### config.mk
export PLATFORM = sky130hd
export DESIGN_NAME = kfi_cell
export DESIGN_NICKNAME = d
export VERILOG_FILES = /design/src/design/kfi_pkg.sv /design/src/design/kfi_cell.sv
export SDC_FILE = /design/constraint.sdc
export NUM_CORES = 1
export LEC_CHECK = 0
export ABC_AREA = 1
export BUFFER_PORTS_ARGS = -buffer_cell sky130_fd_sc_hd__buf_2
export CAP_MARGIN = 20
export CORE_AREA = 2 2 306 308
export DETAILED_ROUTE_END_ITERATION = 16
export DIE_AREA = 0 0 308 310
export PLACE_DENSITY = 0.3
export SLEW_MARGIN = 0
export SYNTH_ARGS = -nofsm -noshare
export SYNTH_HDL_FRONTEND = slang
export SYNTH_SLANG_ARGS = --single-unit
### constraint.sdc
create_clock -name clk -period 4.69 [get_ports clk]
set_input_delay 0.469 -clock clk [delete_from_list [all_inputs] [get_ports clk]]
set_output_delay 0.469 -clock clk [all_outputs]
set_load 0.02 [all_outputs]
### src/design/kfi_pkg.sv
package kfi_pkg;

    localparam int TIME_W = 24;
    localparam int VAL_W  = 24;
    localparam int ELAP_W = 16;
    localparam int FUNC_W = 3;
    localparam int STAT_W = 2;
    localparam int PROD_W = 2 * VAL_W;
    localparam int STEP_W = 6;

    localparam logic signed [VAL_W-1:0] ONE_Q816 = 24'sh010000;
    localparam logic signed [VAL_W-1:0] VAL_MAX  = 24'sh7FFFFF;
    localparam logic signed [VAL_W-1:0] VAL_MIN  = 24'sh800000;
    localparam logic [TIME_W-1:0]       TIME_MAX = 24'hFFFFFF;

    typedef enum logic [FUNC_W-1:0] {
        FUNC_TICK    = 3'd0,
        FUNC_INSERT  = 3'd1,
        FUNC_REMOVE  = 3'd2,
        FUNC_FIND    = 3'd3,
        FUNC_RESTART = 3'd4
    } func_t;

    typedef enum logic [STAT_W-1:0] {
        STAT_OK        = 2'd0,
        STAT_FULL      = 2'd1,
        STAT_NOT_FOUND = 2'd2
    } status_t;

    typedef enum logic [2:0] {
        S_IDLE,
        S_EXEC,
        S_TICK_A,
        S_TICK_B,
        S_LERP,
        S_OUT
    } kfi_state_t;

    typedef enum logic [1:0] {
        L_IDLE,
        L_MUL,
        L_DIV,
        L_FIN
    } lerp_state_t;

    typedef struct packed {
        logic [TIME_W-1:0]       t_ms;
        logic signed [VAL_W-1:0] x;
        logic signed [VAL_W-1:0] y;
        logic signed [VAL_W-1:0] z;
    } key_t;

    typedef struct packed {
        key_t key;
        logic gt;
        logic hit_before;
    } sel_t;

    typedef struct packed {
        logic signed [VAL_W-1:0] v0;
        logic [VAL_W-1:0]        dmag;
        logic [TIME_W-1:0]       offm;
        logic                    neg;
        logic [TIME_W-1:0]       dt;
    } lerp_req_t;

    typedef struct packed {
        logic [FUNC_W-1:0] func;
        logic [ELAP_W-1:0] elapsed_ms;
        key_t              key;
    } item_t;

    typedef struct packed {
        logic signed [VAL_W-1:0] x;
        logic signed [VAL_W-1:0] y;
        logic signed [VAL_W-1:0] z;
        logic [STAT_W-1:0]       status;
    } res_t;

    function automatic lerp_req_t make_req(
        input logic signed [VAL_W-1:0] v0,
        input logic signed [VAL_W-1:0] v1,
        input logic [TIME_W-1:0]       offm,
        input logic                    off_neg,
        input logic [TIME_W-1:0]       dt
    );
        lerp_req_t r;
        logic [VAL_W:0] d;
        logic [VAL_W:0] dn;
        d  = {v1[VAL_W-1], v1} - {v0[VAL_W-1], v0};
        dn = -d;
        r.v0   = v0;
        r.dmag = d[VAL_W] ? dn[VAL_W-1:0] : d[VAL_W-1:0];
        r.offm = offm;
        r.neg  = d[VAL_W] ^ off_neg;
        r.dt   = dt;
        return r;
    endfunction

endpackage

### src/design/kfi_cell.sv
module kfi_cell #(
    parameter int IDX   = 0,
    parameter int IDX_W = 4,
    parameter int CNT_W = 5
) (
    input  logic               clk,
    input  logic               ins_en,
    input  logic               rem_en,
    input  kfi_pkg::key_t      new_key,
    input  logic [CNT_W-1:0]   count,
    input  logic [IDX_W-1:0]   addr_a,
    input  logic [IDX_W-1:0]   addr_b,
    input  kfi_pkg::key_t      left_key,
    input  kfi_pkg::key_t      right_key,
    input  logic               gt_in,
    input  logic               hit_in,
    input  kfi_pkg::sel_t      sel_a_in,
    input  kfi_pkg::sel_t      sel_b_in,
    output kfi_pkg::key_t      key,
    output logic               gt_out,
    output logic               hit_out,
    output kfi_pkg::sel_t      sel_a_out,
    output kfi_pkg::sel_t      sel_b_out
);
    import kfi_pkg::*;

    key_t key_reg;
    key_t key_next;
    sel_t own;
    logic valid;
    logic match;

    assign valid   = CNT_W'(IDX) < count;
    assign gt_out  = valid && (new_key.t_ms > key_reg.t_ms);
    assign match   = valid && (key_reg == new_key);
    assign hit_out = hit_in | match;
    assign key     = key_reg;

    always_comb
    begin
        own.key        = key_reg;
        own.gt         = gt_out;
        own.hit_before = hit_in;
        sel_a_out = (addr_a == IDX_W'(IDX)) ? own : sel_a_in;
        sel_b_out = (addr_b == IDX_W'(IDX)) ? own : sel_b_in;
    end

    always_comb
    begin
        key_next = key_reg;
        if (ins_en && (CNT_W'(IDX) <= count))
        begin
            if (!gt_in)
            begin
                key_next = left_key;
            end
            else if (!gt_out)
            begin
                key_next = new_key;
            end
        end
        if (rem_en && hit_out)
        begin
            key_next = right_key;
        end
    end

    always_ff @(posedge clk)
    begin
        key_reg <= key_next;
    end
endmodule

After elaboration in Yosys (flattened, before gate mapping)
Cells that the tools add are included.
- flip-flop bits (word level): 96
- input bits: 502
- word-level logic and storage cells: 24
- $lt $le $gt $ge: 3
- eq/ne operators: 2
- muxes and demuxes: 6
- bitwise gates (word level): 1
- reduce and logical (&&, ||, !) cells: 8
- operators by type and width (kind ; count):
    two-way mux 96 bit ; 4
    two-way mux 98 bit ; 2
    == test 96 bit ; 1
    > comparator 24 bit ; 1
    logical NOT 4 bit ; 2
    less-or-equal comparator 1 x 5 -> 1 bit (first input constant) ; 1
    less-than comparator 1 x 5 -> 1 bit (first input constant) ; 1
    logical AND 1 bit ; 4
    inequality test 3 x 2 -> 1 bit (second input constant) ; 1
    AND reduction 2 bit ; 1
    nonzero test 2 bit ; 1
    bitwise OR 1 bit ; 1

Longest topological paths before layout
Gate-level depths: netlist of the first run.
- word-level depth: 6
- gate-level depth with buffers: 15
- depth with buffers taken out: 13

Least setup slack after synthesis of the first run
OpenSTA, ideal clock, no wires.
- path type: flip-flop to flip-flop
- from: reg key_reg, in the netlist key[87]
- to: reg key_reg, in the netlist key[0], enable pin
- data arrival time: 3.890 ns
- slack: 0.342 ns
- cell stages (with the launch flop): 14
- buffers on the path: 1
- path through: edfxtp_1 -> inv_1 -> ha_1 -> nand2_1 -> nor2_1 -> nand4_1 -> nor2_1 -> nand2_1 -> nor2_1 -> nand3_1 -> nand2_2 -> nand2_2 -> buf_2 -> nand2_1
- longest elaborated chain between the ends: 6
- elaborated cells on any way between the ends: 9
- those cells by class: 1 x order compare; 2 x eq/ne; 1 x bitwise; 5 x reduce/logical
- ends and longest elaborated chain (item ; line ; RTL):
    from (decl) ; kfi_cell.sv:27 ; key_t key_reg;
    from (signal assigned) ; kfi_cell.sv:70 ; key_reg <= key_next;
    branches (longest 5 deep; another with > comparator 24 bit) ; n/a ;
    AND reduction 2 bit (no line) (*) ; n/a ;
Mark *: on every way between the ends.
A chain may end at the register's enable or synchronous reset.

Worst setup path in the final report of the first run
- from: reg key_reg, in the netlist key[9]
- to: out hit_out
- longest elaborated chain between the ends: 3
- ends and longest elaborated chain (item ; line ; RTL):
    == test 96 bit ; kfi_cell.sv:35 ; assign match = valid && (key_reg == new_key);
    logical AND 1 bit ; kfi_cell.sv:35 ;
    bitwise OR 1 bit ; kfi_cell.sv:36 ; assign hit_out = hit_in | match;
    to (decl) ; kfi_cell.sv:21 ; output logic hit_out,
Every way passes these cells.

==> impl_metrics.ini, run 1 <==
[run_status]
outcome = finished clean

[clock_network]
cts-buffers-inserted = 9
clk_path_buf_depth = 2
cts_htree_levels = 3
tritoncts = done
post_cts_buffers = 0
cts_root_buf = clkbuf_16
clk_latency_ps = 390
cts.sinks = 96
holdBufCountCts = 0
cts_resized = 0
clkTransAtPathRegs_ps = 90

[power]
power_density_nw_per_um2 = 241
p_int_w = 0.00208
leakagePower_nw = 8.36
peakVddDrop_mv = 0.161
p_seq_share_pct = 32.1
pwr-share-comb_pct = 43.0
swShare_pct = 42.7
clkPwrFrac_pct = 24.8
power_w = 0.00363
switchingPower_w = 0.00155

[floorplanning]
io_pins = 796
fp.coreArea_um2 = 92500
initial_core_util_pct = 10.1
die_h_um = 310
rows = 112
die-area_um2 = 95500
die_w_um = 308

[sta]
hold_violations = 0
whs_ps = 377
slew_violations = 0
max_slew_margin_pct = 40.0
grt_setup_unrepaired = false
worst_slew_pin_slew_ps = 896
setup_viol = 0
final.period_utilization_pct = 81.1
fmaxAchievable_mhz = 263
finalSetupTns_ps = 0
post-route-min-period_ps = 3800
setup_ws_ps = 887
finClkSkew_ps = 15.2

[run]
max_cap_viol_count = 0

[global_routing]
grt_pass1_wl_um = 91200
grt_pass1_vias = 12480
grt_use_total_pct = 13.5
antenna_found_initial = 17
grt_max_degree = 98
grt.overflow.total = 0

[place]
dp_cells = 3452
place_ws_ps = 758
gp_routability_congestion = 0.846
hpwl_um = 57800
io_buffers = 795

[synth]
yosys.area.top_type = edfxtp_1
synth_seq_area_share_pct = 30.8
yosys.area.top_type_share_pct = 30.8
syn_nets = 2054
syn_area_um2 = 9370
syn_inst = 1528
yosys_warnings = 0
synth.avg_cell_area_um2 = 6.13
synth_area_leaders = edfxtp_1 (31%), nand2_1 (24%), o21ai_0 (11%)
synth_cell_types = 22
synth_seq_cells = 96

[critical_path]
critPathMaxFanout = 97
end_kind = output port
required_ps = 4220
r2r_slack_ps = 1140
critPathKind = reg -> out
cp-start-kind = register
arrival_ps = 3330

[cells_and_area]
syn2layout_area_growth_pct = 60.8
final_nets = 2792
final_common_cell = buf_2
final_cells = 3476
layout_common_cells = buf_2 (793), nand2_1 (608), o21ai_0 (200)
largest_reg_flops = 96
drive_gt1_share_pct = 38.7

[drt]
avgViaCountPerCell = 3.60
firstDrtPassIters = 4
drcViolationCount = 0
routedWlPerCell_um = 19.6
antenna_left = 0
drt-total-wl_um = 68100
drtIter0Drc = 576
vias = 12507

[min_path]
hp-class = in -> reg
## cell families (layout without fill, tap and decap cells)
| kind of cell | count (synthesis) | count (layout) | synth area share [%] |
|---|---|---|---|
| XOR/XNOR | 14 | 14 | 1.31 |
| adder cells (fa/ha/maj) | 24 | 24 | 3.20 |
| other | 0 | 8 | 0 |
| AND/OR/NAND/NOR | 829 | 829 | 34.8 |
| flip-flops | 96 | 96 | 30.8 |
| multiplexers | 37 | 37 | 4.45 |
| buffers and inverters | 256 | 999 | 10.9 |
| AO/OA/AOI/OAI | 272 | 272 | 14.6 |
## per-layer routing
layer	global-route usage, %	vias up	part of all wire (%)
met1	16.7	5687	43
met3	3.33	42	6.0
li1	-	6375	-
met2	23.5	393	50
met5	0	-	0.10
met4	3.12	10	1.4
## metrics by stage
step / util, % / cell area [µm²]
2_1_floorplan: - / 9370
3_3_place_gp: 15.9 / 14700
3_5_place_dp: 15.9 / 14700
4_1_cts: 16.3 / 15000
5_1_grt: 16.3 / 15100
6_report: 16.3 / 15100
## area by class of cell
cell class	count	area (µm²)
antenna	8	20.0
clock buffer	9	225
inverter	164	616
timing repair buffer	819	4230
clock inverter	7	100
multi-input combinational	1176	5490
tap	1197	1500
sequential	96	2880
fill	10937	77400
## power groups by stage
stage | Clock, W | Sequential (W) | Combinational (W)
final | 0.000901 | 0.00117 | 0.00156
after global routing | 0.000985 | 0.00118 | 0.00173
after CTS | 0.000979 | 0.00117 | 0.00161
after detailed placement | 0 | 0.00119 | 0.00160
after global placement | 0 | 0.00119 | 0.00161
after floorplan | 0 | 0.00128 | 0.000682
## worst max-delay path, stage by stage, from the launching register on
cell and delay, ps:
edfxtp_1 450, xor2_1 170, nor2_1 690, nand2_1 100
nor2_1 270, nand2_1 80, nor2_1 190, nand3_1 150
nand2_4 110, buf_12 370, buf_2 280
## synthesized netlist by cell type
cell type	number
clkbuf_1	69
or2_2	1
mux2_2	37
nor3_1	3
o21a_1	1
nand4_1	3
buf_6	4
nand2_2	2
a21oi_1	71
ha_1	24
nand3_1	100
xor2_1	6
or4_1	2
buf_2	12
o21ai_0	200
edfxtp_1	96
buf_4	4
nor2_1	109
buf_1	3
nand2_1	609
xnor2_1	8
inv_1	164
## path summary, 6_finish.rpt
check,start,endpoint,cells past startpoint
max,key[9]$_DFFE_PP_,hit_out,10
min,right_key[88],key[88]$_DFFE_PP_,3
max reg2reg,key[9]$_DFFE_PP_,key[30]$_DFFE_PP_,13
min reg2reg,key[48]$_DFFE_PP_,key[68]$_DFFE_PP_,12
Power figures use the tool's default switching activity.
==> run 2, diff against run 1 <==
--- a/config.mk
+++ b/config.mk
@@ -8,9 +8,9 @@
 export ABC_AREA = 1
 export BUFFER_PORTS_ARGS = -buffer_cell sky130_fd_sc_hd__buf_2
 export CAP_MARGIN = 20
-export CORE_AREA = 2 2 306 308
+export CORE_AREA = 2 2 313 315
 export DETAILED_ROUTE_END_ITERATION = 16
-export DIE_AREA = 0 0 308 310
+export DIE_AREA = 0 0 315 317
 export PLACE_DENSITY = 0.3
 export SLEW_MARGIN = 0
 export SYNTH_ARGS = -nofsm -noshare
==> constraint.sdc (replaced) <==
create_clock -name clk -period 3.2 [get_ports clk]
set_input_delay 0.32 -clock clk [delete_from_list [all_inputs] [get_ports clk]]
set_output_delay 0.32 -clock clk [all_outputs]
set_load 0.02 [all_outputs]
==> impl_metrics.ini, run 2 (synthesized netlist as in run 1, its figures left out) <==
[drt]
drtIter0Drc = 609
drt-total-wl_um = 70200
firstDrtPassIters = 5
routedWlPerCell_um = 19.6
vias = 12612
drcViolationCount = 0
antenna_left = 0
avgViaCountPerCell = 3.52

[place]
hpwl_um = 59900
io_buffers = 795
dp_cells = 3556
gp_routability_congestion = 0.889

[sta]
worst_slew_pin_slew_ps = 701
setup_viol = 0
fmaxAchievable_mhz = 335
grt_setup_unrepaired = false
finalSetupTns_ps = 0
max_slew_margin_pct = 52.8
final.period_utilization_pct = 93.3
slew_violations = 0
hold_violations = 0
post-route-min-period_ps = 2990
finClkSkew_ps = 10.7

[critical_path]
r2r_slack_ps = 500
r2r_start = key[86]$_DFFE_PP_
cp-startpoint = key[86]$_DFFE_PP_
critPathMaxFanout = 6
cp-start-kind = register
required_ps = 2880
critPathKind = reg -> out
end_kind = output port
arrival_ps = 2670

[floorplanning]
initial_core_util_pct = 9.73
fp.coreArea_um2 = 96300
rows = 114
die_h_um = 317
io_pins = 796
die_w_um = 315
die-area_um2 = 99900

[cells_and_area]
final_nets = 2818
largest_reg_flops = 96
final_cells = 3580
nFillCells = 11432
layout.core_utilization_pct = 16.1
drive_gt1_share_pct = 39.6
syn2layout_area_growth_pct = 64.9
final_common_cell = buf_2
layout_common_cells = buf_2 (792), nand2_1 (607), o21ai_0 (200)

[clock_network]
cts_root_buf = clkbuf_16
cts-buffers-inserted = 9
clkTransAtPathRegs_ps = 80
tritoncts = done
cts_htree_levels = 3
holdBufCountCts = 0
clk_latency_ps = 390
cts.sinks = 96
clk_path_buf_depth = 2

[global_routing]
grt_pass1_wl_um = 92400
grt_max_degree = 93
grt.overflow.total = 0
antenna_found_initial = 19
grt_use_total_pct = 13.2
grt_pass1_vias = 12307

[power]
power_density_nw_per_um2 = 341
leakagePower_nw = 8.51
peakVddDrop_mv = 0.192

[min_path]
hp-class = in -> reg
hold_path_startpoint = right_key[52]

[run_status]
outcome = finished clean

[run]
max_cap_viol_count = 0
[run 2: worst max-delay path: stages, from the launching register on]
cell	delay [ps]
edfxtp_1	400
inv_1	110
ha_1	290
nand2_1	70
nor2_1	160
nand4_1	150
nor2_4	140
nand2_2	100
nor2_1	120
buf_4	110
nand3_1	120
nand2_4	120
buf_4	190
clkbuf_4	200
[run 2: stage by stage]
step	power, W	hold slack (ps)	worst slack [ps]	area, µm²
2_1_floorplan	0.00287	537	268	9380
3_3_place_gp	0.00417	629	371	15100
3_5_place_dp	0.00416	626	336	15100
4_1_cts	0.00546	192	36.0	15400
5_1_grt	0.00566	220	23.0	15400
6_report	0.00528	233	214	15500
[run 2: final cells by class]
cell class | count | area (µm²) | area share [%]
repair buffers | 845 | 4530 | 29.3
clock buffers | 9 | 225 | 1.46
inverters | 164 | 616 | 3.98
flip-flops and latches | 96 | 2880 | 18.7
clock inverters | 6 | 60.1 | 0.389
diodes | 8 | 20.0 | 0.130
multi-input cells | 1176 | 5530 | 35.8
well taps | 1276 | 1600 | 10.3
[run 2: per-layer routing]
metal | up-vias | global-route usage [%] | share of wire, %
li1 | 6418 | - | -
met1 | 5683 | 16.3 | 42
met2 | 439 | 23.2 | 50
met3 | 54 | 3.14 | 6.7
met4 | 18 | 2.87 | 1.4
met5 | - | 0.473 | 0.15
[run 2: where the power goes]
group	total (W)	leakage (nW)	internal (W)	switching (W)
sequential	0.00171	0.952	0.00158	0.000134
clock	0.00122	0.139	0.000603	0.000617
combinational	0.00235	7.42	0.000815	0.00153
[run 2: final timing paths]
check | to | cells past startpoint
worst max register to register | key[55]$_DFFE_PP_ | 14
worst min-delay path | key[52]$_DFFE_PP_ | 3
worst max-delay path | hit_out | 13
worst min register to register | key[28]$_DFFE_PP_ | 10
[run 2: what timing repair did]
item	in CTS	in global routing
gates resized for setup	1	8
pin swaps	0	0
endpoints found under the setup margin	1	3
buffers inserted	0	1
cloned	0	0
