==> src/design/kfi_pkg.sv <==
package kfi_pkg;

    localparam int TIME_W = 24;
    localparam int VAL_W  = 24;
    localparam int ELAP_W = 16;
    localparam int FUNC_W = 3;
    localparam int STAT_W = 2;
    localparam int PROD_W = 2 * VAL_W;
    localparam int STEP_W = 6;

    localparam logic signed [VAL_W-1:0] ONE_Q816 = 24'sh010000;
    localparam logic signed [VAL_W-1:0] VAL_MAX  = 24'sh7FFFFF;
    localparam logic signed [VAL_W-1:0] VAL_MIN  = 24'sh800000;
    localparam logic [TIME_W-1:0]       TIME_MAX = 24'hFFFFFF;

    typedef enum logic [FUNC_W-1:0] {
        FUNC_TICK    = 3'd0,
        FUNC_INSERT  = 3'd1,
        FUNC_REMOVE  = 3'd2,
        FUNC_FIND    = 3'd3,
        FUNC_RESTART = 3'd4
    } func_t;

    typedef enum logic [STAT_W-1:0] {
        STAT_OK        = 2'd0,
        STAT_FULL      = 2'd1,
        STAT_NOT_FOUND = 2'd2
    } status_t;

    typedef enum logic [2:0] {
        S_IDLE,
        S_EXEC,
        S_TICK_A,
        S_TICK_B,
        S_LERP,
        S_OUT
    } kfi_state_t;

    typedef enum logic [1:0] {
        L_IDLE,
        L_MUL,
        L_DIV,
        L_FIN
    } lerp_state_t;

    typedef struct packed {
        logic [TIME_W-1:0]       t_ms;
        logic signed [VAL_W-1:0] x;
        logic signed [VAL_W-1:0] y;
        logic signed [VAL_W-1:0] z;
    } key_t;

    typedef struct packed {
        key_t key;
        logic gt;
        logic hit_before;
    } sel_t;

    typedef struct packed {
        logic signed [VAL_W-1:0] v0;
        logic [VAL_W-1:0]        dmag;
        logic [TIME_W-1:0]       offm;
        logic                    neg;
        logic [TIME_W-1:0]       dt;
    } lerp_req_t;

    typedef struct packed {
        logic [FUNC_W-1:0] func;
        logic [ELAP_W-1:0] elapsed_ms;
        key_t              key;
    } item_t;

    typedef struct packed {
        logic signed [VAL_W-1:0] x;
        logic signed [VAL_W-1:0] y;
        logic signed [VAL_W-1:0] z;
        logic [STAT_W-1:0]       status;
    } res_t;

    function automatic lerp_req_t make_req(
        input logic signed [VAL_W-1:0] v0,
        input logic signed [VAL_W-1:0] v1,
        input logic [TIME_W-1:0]       offm,
        input logic                    off_neg,
        input logic [TIME_W-1:0]       dt
    );
        lerp_req_t r;
        logic [VAL_W:0] d;
        logic [VAL_W:0] dn;
        d  = {v1[VAL_W-1], v1} - {v0[VAL_W-1], v0};
        dn = -d;
        r.v0   = v0;
        r.dmag = d[VAL_W] ? dn[VAL_W-1:0] : d[VAL_W-1:0];
        r.offm = offm;
        r.neg  = d[VAL_W] ^ off_neg;
        r.dt   = dt;
        return r;
    endfunction

endpackage

==> src/design/kfi_lerp.sv <==
module kfi_lerp (
    input  logic                  clk,
    input  logic                  rst_n,
    input  logic                  start,
    input  kfi_pkg::lerp_req_t    req,
    output logic                  done,
    output logic signed [23:0]    value
);
    import kfi_pkg::*;

    lerp_state_t             state_reg, state_next;
    logic [STEP_W-1:0]       cnt_reg, cnt_next;
    logic [PROD_W-1:0]       acc_reg, acc_next;
    logic [PROD_W-1:0]       mcand_reg, mcand_next;
    logic [TIME_W-1:0]       mult_reg, mult_next;
    logic [TIME_W-1:0]       rem_reg, rem_next;
    logic signed [VAL_W-1:0] v0_reg, v0_next;
    logic                    neg_reg, neg_next;
    logic [TIME_W-1:0]       dt_reg, dt_next;
    logic [TIME_W:0]         rem_sh;
    logic [PROD_W+1:0]       q_ext;
    logic [PROD_W+1:0]       q_signed;
    logic signed [PROD_W+1:0] sum;

    always_ff @(posedge clk or negedge rst_n)
    begin
        if (!rst_n)
        begin
            state_reg <= L_IDLE;
            cnt_reg   <= '0;
        end
        else
        begin
            state_reg <= state_next;
            cnt_reg   <= cnt_next;
        end
    end

    always_ff @(posedge clk)
    begin
        acc_reg   <= acc_next;
        mcand_reg <= mcand_next;
        mult_reg  <= mult_next;
        rem_reg   <= rem_next;
        v0_reg    <= v0_next;
        neg_reg   <= neg_next;
        dt_reg    <= dt_next;
    end

    always_comb
    begin
        state_next = state_reg;
        cnt_next   = cnt_reg;
        acc_next   = acc_reg;
        mcand_next = mcand_reg;
        mult_next  = mult_reg;
        rem_next   = rem_reg;
        v0_next    = v0_reg;
        neg_next   = neg_reg;
        dt_next    = dt_reg;
        rem_sh     = {rem_reg, acc_reg[PROD_W-1]};
        unique case (state_reg)
            L_IDLE:
            begin
                if (start)
                begin
                    acc_next   = '0;
                    mcand_next = PROD_W'(req.dmag);
                    mult_next  = req.offm;
                    v0_next    = req.v0;
                    neg_next   = req.neg;
                    dt_next    = req.dt;
                    cnt_next   = '0;
                    state_next = L_MUL;
                end
            end
            L_MUL:
            begin
                if (mult_reg[0])
                begin
                    acc_next = acc_reg + mcand_reg;
                end
                mcand_next = {mcand_reg[PROD_W-2:0], 1'b0};
                mult_next  = {1'b0, mult_reg[TIME_W-1:1]};
                cnt_next   = cnt_reg + 1'b1;
                if (cnt_reg == STEP_W'(TIME_W - 1))
                begin
                    cnt_next   = '0;
                    rem_next   = '0;
                    state_next = L_DIV;
                end
            end
            L_DIV:
            begin
                if (rem_sh >= {1'b0, dt_reg})
                begin
                    rem_next = TIME_W'(rem_sh - {1'b0, dt_reg});
                    acc_next = {acc_reg[PROD_W-2:0], 1'b1};
                end
                else
                begin
                    rem_next = rem_sh[TIME_W-1:0];
                    acc_next = {acc_reg[PROD_W-2:0], 1'b0};
                end
                cnt_next = cnt_reg + 1'b1;
                if (cnt_reg == STEP_W'(PROD_W - 1))
                begin
                    state_next = L_FIN;
                end
            end
            L_FIN:
            begin
                state_next = L_IDLE;
            end
            default:
            begin
                state_next = L_IDLE;
            end
        endcase
    end

    always_comb
    begin
        q_ext    = {2'b00, acc_reg};
        q_signed = neg_reg ? -q_ext : q_ext;
        sum      = signed'(q_signed) + signed'((PROD_W+2)'(v0_reg));
        if (sum > signed'((PROD_W+2)'(VAL_MAX)))
        begin
            value = VAL_MAX;
        end
        else if (sum < signed'((PROD_W+2)'(VAL_MIN)))
        begin
            value = VAL_MIN;
        end
        else
        begin
            value = sum[VAL_W-1:0];
        end
    end

    assign done = (state_reg == L_FIN);
endmodule

==> config.mk <==
export PLATFORM = sky130hd
export DESIGN_NAME = kfi_lerp
export DESIGN_NICKNAME = d
export VERILOG_FILES = /design/src/design/kfi_pkg.sv /design/src/design/kfi_lerp.sv
export SDC_FILE = /design/constraint.sdc
export NUM_CORES = 1
export LEC_CHECK = 0
export BUFFER_PORTS_ARGS = -buffer_cell sky130_fd_sc_hd__buf_4
export CAP_MARGIN = 20
export CORE_UTILIZATION = 62
export DETAILED_ROUTE_END_ITERATION = 7
export PLACE_DENSITY = 0.87
export SYNTH_ARGS = -nofsm -noshare
export SYNTH_HDL_FRONTEND = slang
export SYNTH_SLANG_ARGS = --single-unit
==> constraint.sdc <==
create_clock -name clk -period 8.8 [get_ports clk]
set_input_delay 1.32 -clock clk [delete_from_list [all_inputs] [get_ports clk]]
set_output_delay 1.32 -clock clk [all_outputs]
set_load 0.01 [all_outputs]
# Yosys cells after proc, flatten, opt, wreduce, memory -nomap -nowiden
# Index checks and enable logic that the tools add are counted.
[word_totals]
wordCells = 57
in_bits = 100
output_inout_bits = 25
register_bits = 201
[classes]
n_eq_ne = 9
n_addsub = 5
reduce_logical = 10
n_lt_le_gt_ge = 3
n_mux = 21
[ops]
columns = ["operator", "n"]
rows = [
  ["$mux 48", 3],
  ["$pmux 48 s3", 1],
  ["$mux 24", 5],
  ["$pmux 24 s2", 2],
  ["$pmux 48 s2", 1],
  ["$add 50x24->50", 1],
  ["$gt 50x24->1 const B", 1],
  ["$lt 50x24->1 const B", 1],
  ["$mux 50", 1],
  ["$neg 48->50", 1],
  ["$add 48x48->48", 1],
  ["$ge 25x24->1", 1],
  ["$sub 24x24->24", 1],
  ["$pmux 6 s3", 1],
  ["$mux 6", 2],
  ["$ne 2x2->1 const B", 4],
  ["$pmux 2 s4", 1],
  ["$reduce_and 2->1", 4],
  ["$add 6x1->6 const B", 1],
  ["$eq 6x5->1 const B", 1],
  ["$eq 6x6->1 const B", 1],
  ["$mux 2", 3],
  ["$reduce_and 3->1", 2],
  ["$eq 2x2->1 const B", 2],
  ["5 further kinds", 6],
]

# Depth between registers and ports, before layout
# Gate-level depths: netlist of the first run.
[logic_depth]
ltp_word = 6
ltp_mapped = 23
ltp_nobuf = 22

# Least setup slack after synthesis of the first run
# Ideal clock, no wire load.
[synth_timing]
kind = "reg2out"
start = "reg acc_reg[9]"
end = "out value[3]"
n_path_buf = 2
slack_ns = 1.185
stages_incl_launch_ff = 21
t_arrival_ns = 6.295
required_time_ns = 7.480
path_cell_list = "edfxtp_1 > or4_4 > or4b_4 > or2_1 > or4_1 > o31ai_1 > xnor2_1 > ha_1 > buf_2 > nand4_1 > nor3_2 > nand3_1 > o41ai_1 > or2_2 > xor2_1 > or4_1 > or4b_2 > nor4_1 > a41o_2 > buf_6 > o21ai_0"
[synth_between]
elab_chain_cells = 6
elab_cells_between_ends = 7
cone_classes = "add/sub: 2; order compare: 2; mux: 3"
[synth_lines]
columns = ["item", "line", "text"]
rows = [
  ["from (decl)", "kfi_lerp.sv:13", "logic [PROD_W-1:0] acc_reg, acc_next;"],
  ["from (signal assigned)", "kfi_lerp.sv:41", "acc_reg <= acc_next;"],
  ["$neg 48->50", "kfi_lerp.sv:125", "q_signed = neg_reg ? -q_ext : q_ext;"],
  ["$mux 50 *", "kfi_lerp.sv:125", ""],
  ["$add 50x24->50 *", "kfi_lerp.sv:126", "sum = signed'(q_signed) + signed'((PROD_W+2)'(v0_reg));"],
  ["$lt 50x24->1", "kfi_lerp.sv:131", "else if (sum < signed'((PROD_W+2)'(VAL_MIN)))"],
  ["$mux 24", "kfi_lerp.sv:131", ""],
  ["$mux 24 *", "kfi_lerp.sv:127", "if (sum > signed'((PROD_W+2)'(VAL_MAX)))"],
  ["to (decl)", "kfi_lerp.sv:7", "output logic signed [23:0] value"],
]
# Mark *: on every way between the ends. The rest lies on a longest branch, timed or not.

# Worst setup path in the final report of the first run
[layout_timing]
start = "reg acc_reg[9]"
end = "out value[14]"
# Same word-level chain as after synthesis.

==> qor.txt, run 1 <==
R2r startpoint: acc_reg[47]$_DFFE_PP_
WL/cell: 19.5 um
Yosys cell types: 81
CTS tree: built
Power Internal: 0.00163 W
Sw Share: 20.3%
Vias: 13,900
Setup CP Type: reg -> out
CP arrival: 7.20 ns
Clock buffer depth: 3
Simple-gate area share of the yosys netlist: 15.7%
FF-to-FF path depth: 14
Dpl ws: 0.455 ns
Setup crit start: acc_reg[9]$_DFFE_PP_
Share of cells above drive strength 1: 16.2%
Chip Width: 164 um
DR DRC count: 0
Post-synth top flop: edfxtp_1
Starting Density: 64.0%
Total Routing Usage GR: 30.5%
Detail-routed via count per cell: 6.47
Synth warn: 0
Critical Path Sink: value[14]
Data required time of the worst path: 7.48 ns
Max-Slew Margin vs Limit: 39.0%
Max-cap violations: 0
Largest family of logic cells by synthesized area: compound AO/OA/AOI/OAI gates
Min cycle time layout: 8.52 ns
Mapped Avg Cell Area: 9.56 um2
DRT Wirelength: 42,000 um
Combinational share of power: 1.7%
Fraction of synthesized area in multiplexers: 4.68%
Die footprint: 0.0269 mm2
Post-synth EDFFs: 193
H-tree levels: 1
Final period utilization: 96.9%
Slew @ Worst Pin: 0.915 ns
Ys async rst share: 3.98%
Placer Congestion: 0.951
CTS buffer count: 24
Number of global-route vias before repair: 13,000
Skew final: 0.0250 ns
Worst setup EP type: primary output
Clock Pin Slew Worst Setup and Hold Paths: 0.06 ns
Area leader, netlist: edfxtp_1
Top cells by area, synth: edfxtp_1 36%, ha_1 9.7%, xnor2_1 5.7%
RSZ-0062 raised after global routing: no
Area Growth Syn to Fin: 13.4%
I/O Pins: 125
Synth Area in Compound Gates: 21.5%
Die height: 164 um
Port Buf Inserts: 124
Pwr/cell area: 111 mW/mm2
Antenna violations before repair: 1
Fin. max-slew vios: 0
Setup WS post-layout: 0.276 ns
Leak: 7.63 nW
TNS Setup: 0 ns
Fmax: 0.117 GHz
TritonCTS Sinks: 201
Nets: 2,037
Routed Antenna Nets: 0
Post-Synth XOR/XNOR Area: 7.89%
Initial DRC Count: 1,332
First-pass GRT wire length: 65,400 um
Post-DP HPWL: 31,000 um
Worst Setup Start Kind: flip-flop
Post-Syn Instances: 1,705
Fillers: 1,837
Core Area: 0.0255 mm2
WHS Path Cells: 2
Post-synthesis register bit count: 201
Clk_lat worst skew: 0.54 ns
Clock power share: 47.5%
Iteration count of the initial detailed-routing pass: 6
Reg-to-reg slack, setup: 4.52 ns
Largest net degree at the start of global routing: 73
Sequential share of power: 50.7%
Worst vdd ir: 0.204 mV
Status: finished clean
Synth Area in Adders: 10.1%
Syn nets: 1,935
Final core occ: 72.5%
Hold crit path type: reg -> reg
Register area share after synthesis: 36.8%
Overflow after GRT: 0
Hold Vio Cnt, Final: 0
Post-synth top area share: 35.6%
Syn Std Cell Area: 0.0163 mm2
CP max FO: 11
Setup violators final: 0
Site Rows: 58
Reg-to-Reg End: rem_reg[10]$_SDFFCE_PN0P_
Root Driver: clkbuf_16
Sw power: 0.000414 W
## placed cells by master, fill, tap and decap left out, types with 13 or more instances in the layout
cell / count
edfxtp_1: 193
buf_4: 144
nand2_1: 138
a21oi_1: 134
ha_1: 121
o21ai_0: 115
xnor2_1: 106
nor2_1: 72
inv_1: 61
nor2b_1: 55
mux2_2: 49
a21o_1: 40
nand3_1: 39
xor2_1: 38
and2_1: 35
a22oi_1: 25
clkbuf_16: 24
nand2b_1: 21
mux2i_1: 21
o21ai_2: 21
and3_1: 20
nand4_1: 20
nor3_1: 20
o31ai_1: 19
o21bai_1: 19
o211ai_1: 18
a211oi_1: 18
o21a_1: 17
or3_1: 15
or4_1: 13
a31oi_1: 13
## metrics by stage
stage / instances / instance area, um2 / power, W / hold slack, ns
finish: 2154 / 18500 / 0.00204 / 0.520
global route: 2154 / 18500 / 0.00209 / 0.565
CTS: 2141 / 18300 / 0.00205 / 0.525
detailed placement: 2098 / 17500 / 0.00109 / 0.506
global placement: 2098 / 17500 / 0.00109 / 0.489
floorplan: 1705 / 16300 / 0.00106 / 0.475
## area by class of cell
| class | instances | area (um2) | share of cell area, % |
|---|---|---|---|
| clock buffers | 30 | 623 | 3.37 |
| inverters | 61 | 229 | 1.24 |
| clock inverters | 11 | 144 | 0.779 |
| diodes | 2 | 5.00 | 0.0271 |
| multi-input cells | 1374 | 9960 | 53.9 |
| well taps | 330 | 413 | 2.23 |
| flip-flops and latches | 201 | 6000 | 32.4 |
| repair buffers | 145 | 1110 | 6.00 |
## layer usage
metal | track usage, % | part of all wire (%) | vias to the layer above | routed length (um)
li1 | - | - | 6638 | -
met1 | 42.7 | 45 | 6625 | 18800
met2 | 48.3 | 45 | 584 | 18900
met3 | 4.60 | 7.6 | 87 | 3190
met4 | 9.64 | 2.6 | 0 | 1090
met5 | 0 | 0 | - | 0
## kinds of logic after synthesis
group / after synthesis
buffers and inverters: 134
muxes: 70
AOI/OAI and AO/OA: 532
adders and majority gates: 130
xor gates and xnor gates: 146
and+or+nand+nor: 492
DFF: 201
## worst min path at each step
stage / from / endpoint / slack, ns
detailed placement: cnt_reg[1]$_DFFE_PN0P_ / cnt_reg[1]$_DFFE_PN0P_ / 0.51
floorplan: cnt_reg[1]$_DFFE_PN0P_ / cnt_reg[1]$_DFFE_PN0P_ / 0.48
global placement: cnt_reg[1]$_DFFE_PN0P_ / cnt_reg[1]$_DFFE_PN0P_ / 0.49
CTS: cnt_reg[3]$_DFFE_PN0P_ / cnt_reg[3]$_DFFE_PN0P_ / 0.53
finish: cnt_reg[1]$_DFFE_PN0P_ / cnt_reg[1]$_DFFE_PN0P_ / 0.52
global route: cnt_reg[0]$_DFFE_PN0P_ / cnt_reg[0]$_DFFE_PN0P_ / 0.56
## critical path, stage by stage, from the launching register on
cell and delay (ns):
edfxtp_1 0.44, or4_4 0.57, or4b_4 0.51, or2_1 0.25, or4_1 0.49, or2_4 0.31, or3_4 0.40, o31ai_2 0.24
xnor2_1 0.16, ha_2 0.34, and3_1 0.24, a31oi_1 0.16, o21ai_0 0.10, buf_4 0.16, a222oi_1 0.35, a21boi_0 0.19
nor3b_1 0.20, nand4_1 0.12, a2111oi_1 0.28, nand4_1 0.19, buf_4 0.18, o41a_4 0.45, o21ai_2 0.17, buf_4 0.13
## power groups by stage
stage	Clock [W]	Combinational [W]	Sequential, W
after floorplan	0	0.000000425	0.00106
after global placement	0	0.0000344	0.00106
after detailed placement	0	0.0000354	0.00106
after CTS	0.000982	0.0000357	0.00104
after global routing	0.00102	0.0000375	0.00104
final	0.000971	0.0000356	0.00104
## what timing repair did
item / 4_1_cts / 5_1_grt
buffers inserted: 0 / 8
cloned: 2 / 2
resized for setup: 5 / 21
pin swaps: 2 / 5
hold buffers: 0 / 0
setup endpoints to repair: 23 / 23
## synthesized netlist by cell type (19+ instances only)
cell / instances
edfxtp_1: 193
nand2_1: 138
a21oi_1: 136
ha_1: 127
o21ai_0: 118
xnor2_1: 106
nor2_1: 73
inv_1: 61
clkbuf_1: 60
nor2b_1: 55
mux2_2: 49
a21o_1: 40
nand3_1: 39
xor2_1: 39
and2_1: 36
a22oi_1: 25
mux2i_1: 21
nand2b_1: 21
and3_1: 20
nand4_1: 20
nor3_1: 20
o21ai_2: 20
o31ai_1: 20
o21bai_1: 19
No activity file was read; power rests on OpenSTA's default activity.
==> run 2: changes to the inputs <==
Settings changed: BUFFER_PORTS_ARGS -buffer_cell sky130_fd_sc_hd__buf_4 to -buffer_cell sky130_fd_sc_hd__clkbuf_2.
==> run 2 against run 1 <==
Sequential power hardly changed. Core utilization down 1.4 points. Sequential cell count is the same. Power shrank 3.2%. Clock power down 5.6%. Count of clock-buffer cells in the layout is 5 lower. Non-clock buffer count rose by 2. Die area did not move. Global-route usage about the same. Hold slack better by 0.0067 ns. Worst setup slack got worse by 0.090 ns. Critical endpoint is now value[19].
==> qor.txt, run 2 (synthesis results as in run 1) <==
CP arrival: 7.29 ns
Worst Setup Start Kind: flip-flop
Power Total: 0.00198 W
H-tree levels: 1
Pwr/cell area: 109 mW/mm2
DR DRC count: 0
Hold crit path type: reg -> reg
Skew final: 0.0136 ns
Vias: 14,000
Overflow after GRT: 0
Max-cap violations: 0
Worst vdd ir: 0.189 mV
Fin. max-slew vios: 0
Status: finished clean
Port Buf Inserts: 124
Commonest non-fill, non-tap cell in the layout: edfxtp_1
CP Cell Sequence: or4_4 -> or3b_1 -> or3_4 -> or2_2 -> o41ai_1 -> xnor2_1 -> ha_1 -> nand2_1 -> o21ai_0 -> a21oi_2 -> nand2b_1 -> a21oi_1 -> mux2i_1 -> or4_1 -> or4b_2 -> nor4_4 -> a41o_2 -> buf_12 -> o21ai_2 -> clkbuf_2
Post-DP Area: 0.0171 mm2
Min cycle time layout: 8.61 ns
Share of cells above drive strength 1: 16.4%
Placer Congestion: 0.944
Final core occ: 71.2%
Clk_lat worst skew: 0.53 ns
Slowest-stage cell, CP: or4b_2
Commonest non-fill, non-tap cells in the layout: 193 x edfxtp_1, 138 x nand2_1, 134 x a21oi_1, 124 x clkbuf_2, 120 x ha_1
Largest net degree at the start of global routing: 73
Core Area: 0.0255 mm2
Starting Density: 64.0%
Clock buffer depth: 3
Total Routing Usage GR: 30.4%
Fmax: 0.116 GHz
Leak: 7.54 nW
Final std cells w/o fill: 2,157
TritonCTS Sinks: 201
Hold Vio Cnt, Final: 0
CP max FO: 9
WL/cell: 19.4 um
Clock Pin Slew Worst Setup and Hold Paths: 0.06 ns
Setup violators final: 0
Slew @ Worst Pin: 0.907 ns
Data required time of the worst path: 7.48 ns
Number of global-route vias before repair: 13,000
Placed Cells: 2,097
Post-DP HPWL: 30,900 um
Final instance area: 0.0181 mm2
First-pass GRT wire length: 65,500 um
Initial DRC Count: 1,636
Die footprint: 0.0269 mm2
Chip Width: 164 um
CTS tree: built
Setup CP Type: reg -> out
Detail-routed via count per cell: 6.49
Iteration count of the initial detailed-routing pass: 6
I/O Pins: 125
Root Driver: clkbuf_16
Nets: 2,038
CTS buffer count: 23
DRT Wirelength: 41,900 um
Final period utilization: 97.9%
Worst setup EP type: primary output
Routed Antenna Nets: 0
Reg-to-reg slack, setup: 4.51 ns
TNS Setup: 0 ns
Site Rows: 58
Area Growth Syn to Fin: 11.3%
Max-Slew Margin vs Limit: 39.6%
Die height: 164 um
Slowest Stage Delay on Critical Path: 0.67 ns
Antenna violations before repair: 2
[run 2: changes by cell type in the layout (fill, tap and decap cells not counted), sizes merged]
cell	previous run	this run
a41o	7	6
buf	145	23
bufinv	2	1
clkbuf	30	149
clkinv	8	11
clkinvlp	1	3
inv	61	63
o41a	2	3
[run 2: where the power goes]
part           internal (W)  switching [W]   total, W  leakage (nW)
clock network      0.000512       0.000405   0.000917         0.344
logic             0.0000157     0.00000805  0.0000237          5.17
registers           0.00104              0    0.00104          2.02
total               0.00156       0.000413    0.00198          7.54
[run 2: metal layers]
layer / routed length [um] / vias to the layer above / track usage [%]
li1: - / 6641 / -
met1: 18500 / 6642 / 43.0
met2: 18800 / 641 / 47.7
met3: 3470 / 72 / 4.52
met4: 1120 / 0 / 10.2
met5: 0 / - / 0
[run 2: through the flow]
step	worst slack, ns	hold slack, ns
2_1_floorplan	1.18	0.475
3_3_place_gp	0.649	0.491
3_5_place_dp	0.432	0.514
4_1_cts	0.0299	0.529
5_1_grt	-0.0147	0.572
6_report	0.186	0.527
[run 2: area by class of cell]
cell class / instances / area, um2
tap: 330 / 413
inverter: 61 / 229
multi-input combinational: 1374 / 9950
fill: 1877 / 7340
timing repair buffer: 147 / 826
clock buffer: 25 / 583
clock inverter: 17 / 129
antenna: 2 / 5.00
sequential: 201 / 6000
[run 2: worst paths after layout]
path / start / endpoint / depth (start not counted)
hold / removal: cnt_reg[0]$_DFFE_PN0P_ / cnt_reg[0]$_DFFE_PN0P_ / 1
hold reg to reg: cnt_reg[0]$_DFFE_PN0P_ / cnt_reg[0]$_DFFE_PN0P_ / 1
setup reg to reg: acc_reg[47]$_DFFE_PP_ / rem_reg[4]$_SDFFCE_PN0P_ / 14
setup / recovery: acc_reg[0]$_DFFE_PP_ / value[19] / 20
min in group asynchronous: rst_n / cnt_reg[5]$_DFFE_PN0P_ / 1
max in group asynchronous: rst_n / cnt_reg[2]$_DFFE_PN0P_ / 1
[run 2: worst max-delay path: cells and delay by family, from the launching register on]
kind	cells	cell delay, ns
compound gates	6	1.43
xor+xnor	1	0.12
fa+ha+maj	1	0.47
buf+inv	2	0.27
flops	1	0.54
mux	1	0.10
simple gates	9	3.80
[run 2: repair_timing]
action	in CTS	in global routing
hold endpoints to repair	0	0
cloned	1	3
resized for setup	6	18
hold buffers	0	0
pin swaps	2	4
endpoints found under the setup margin	23	23
buffers inserted	2	9
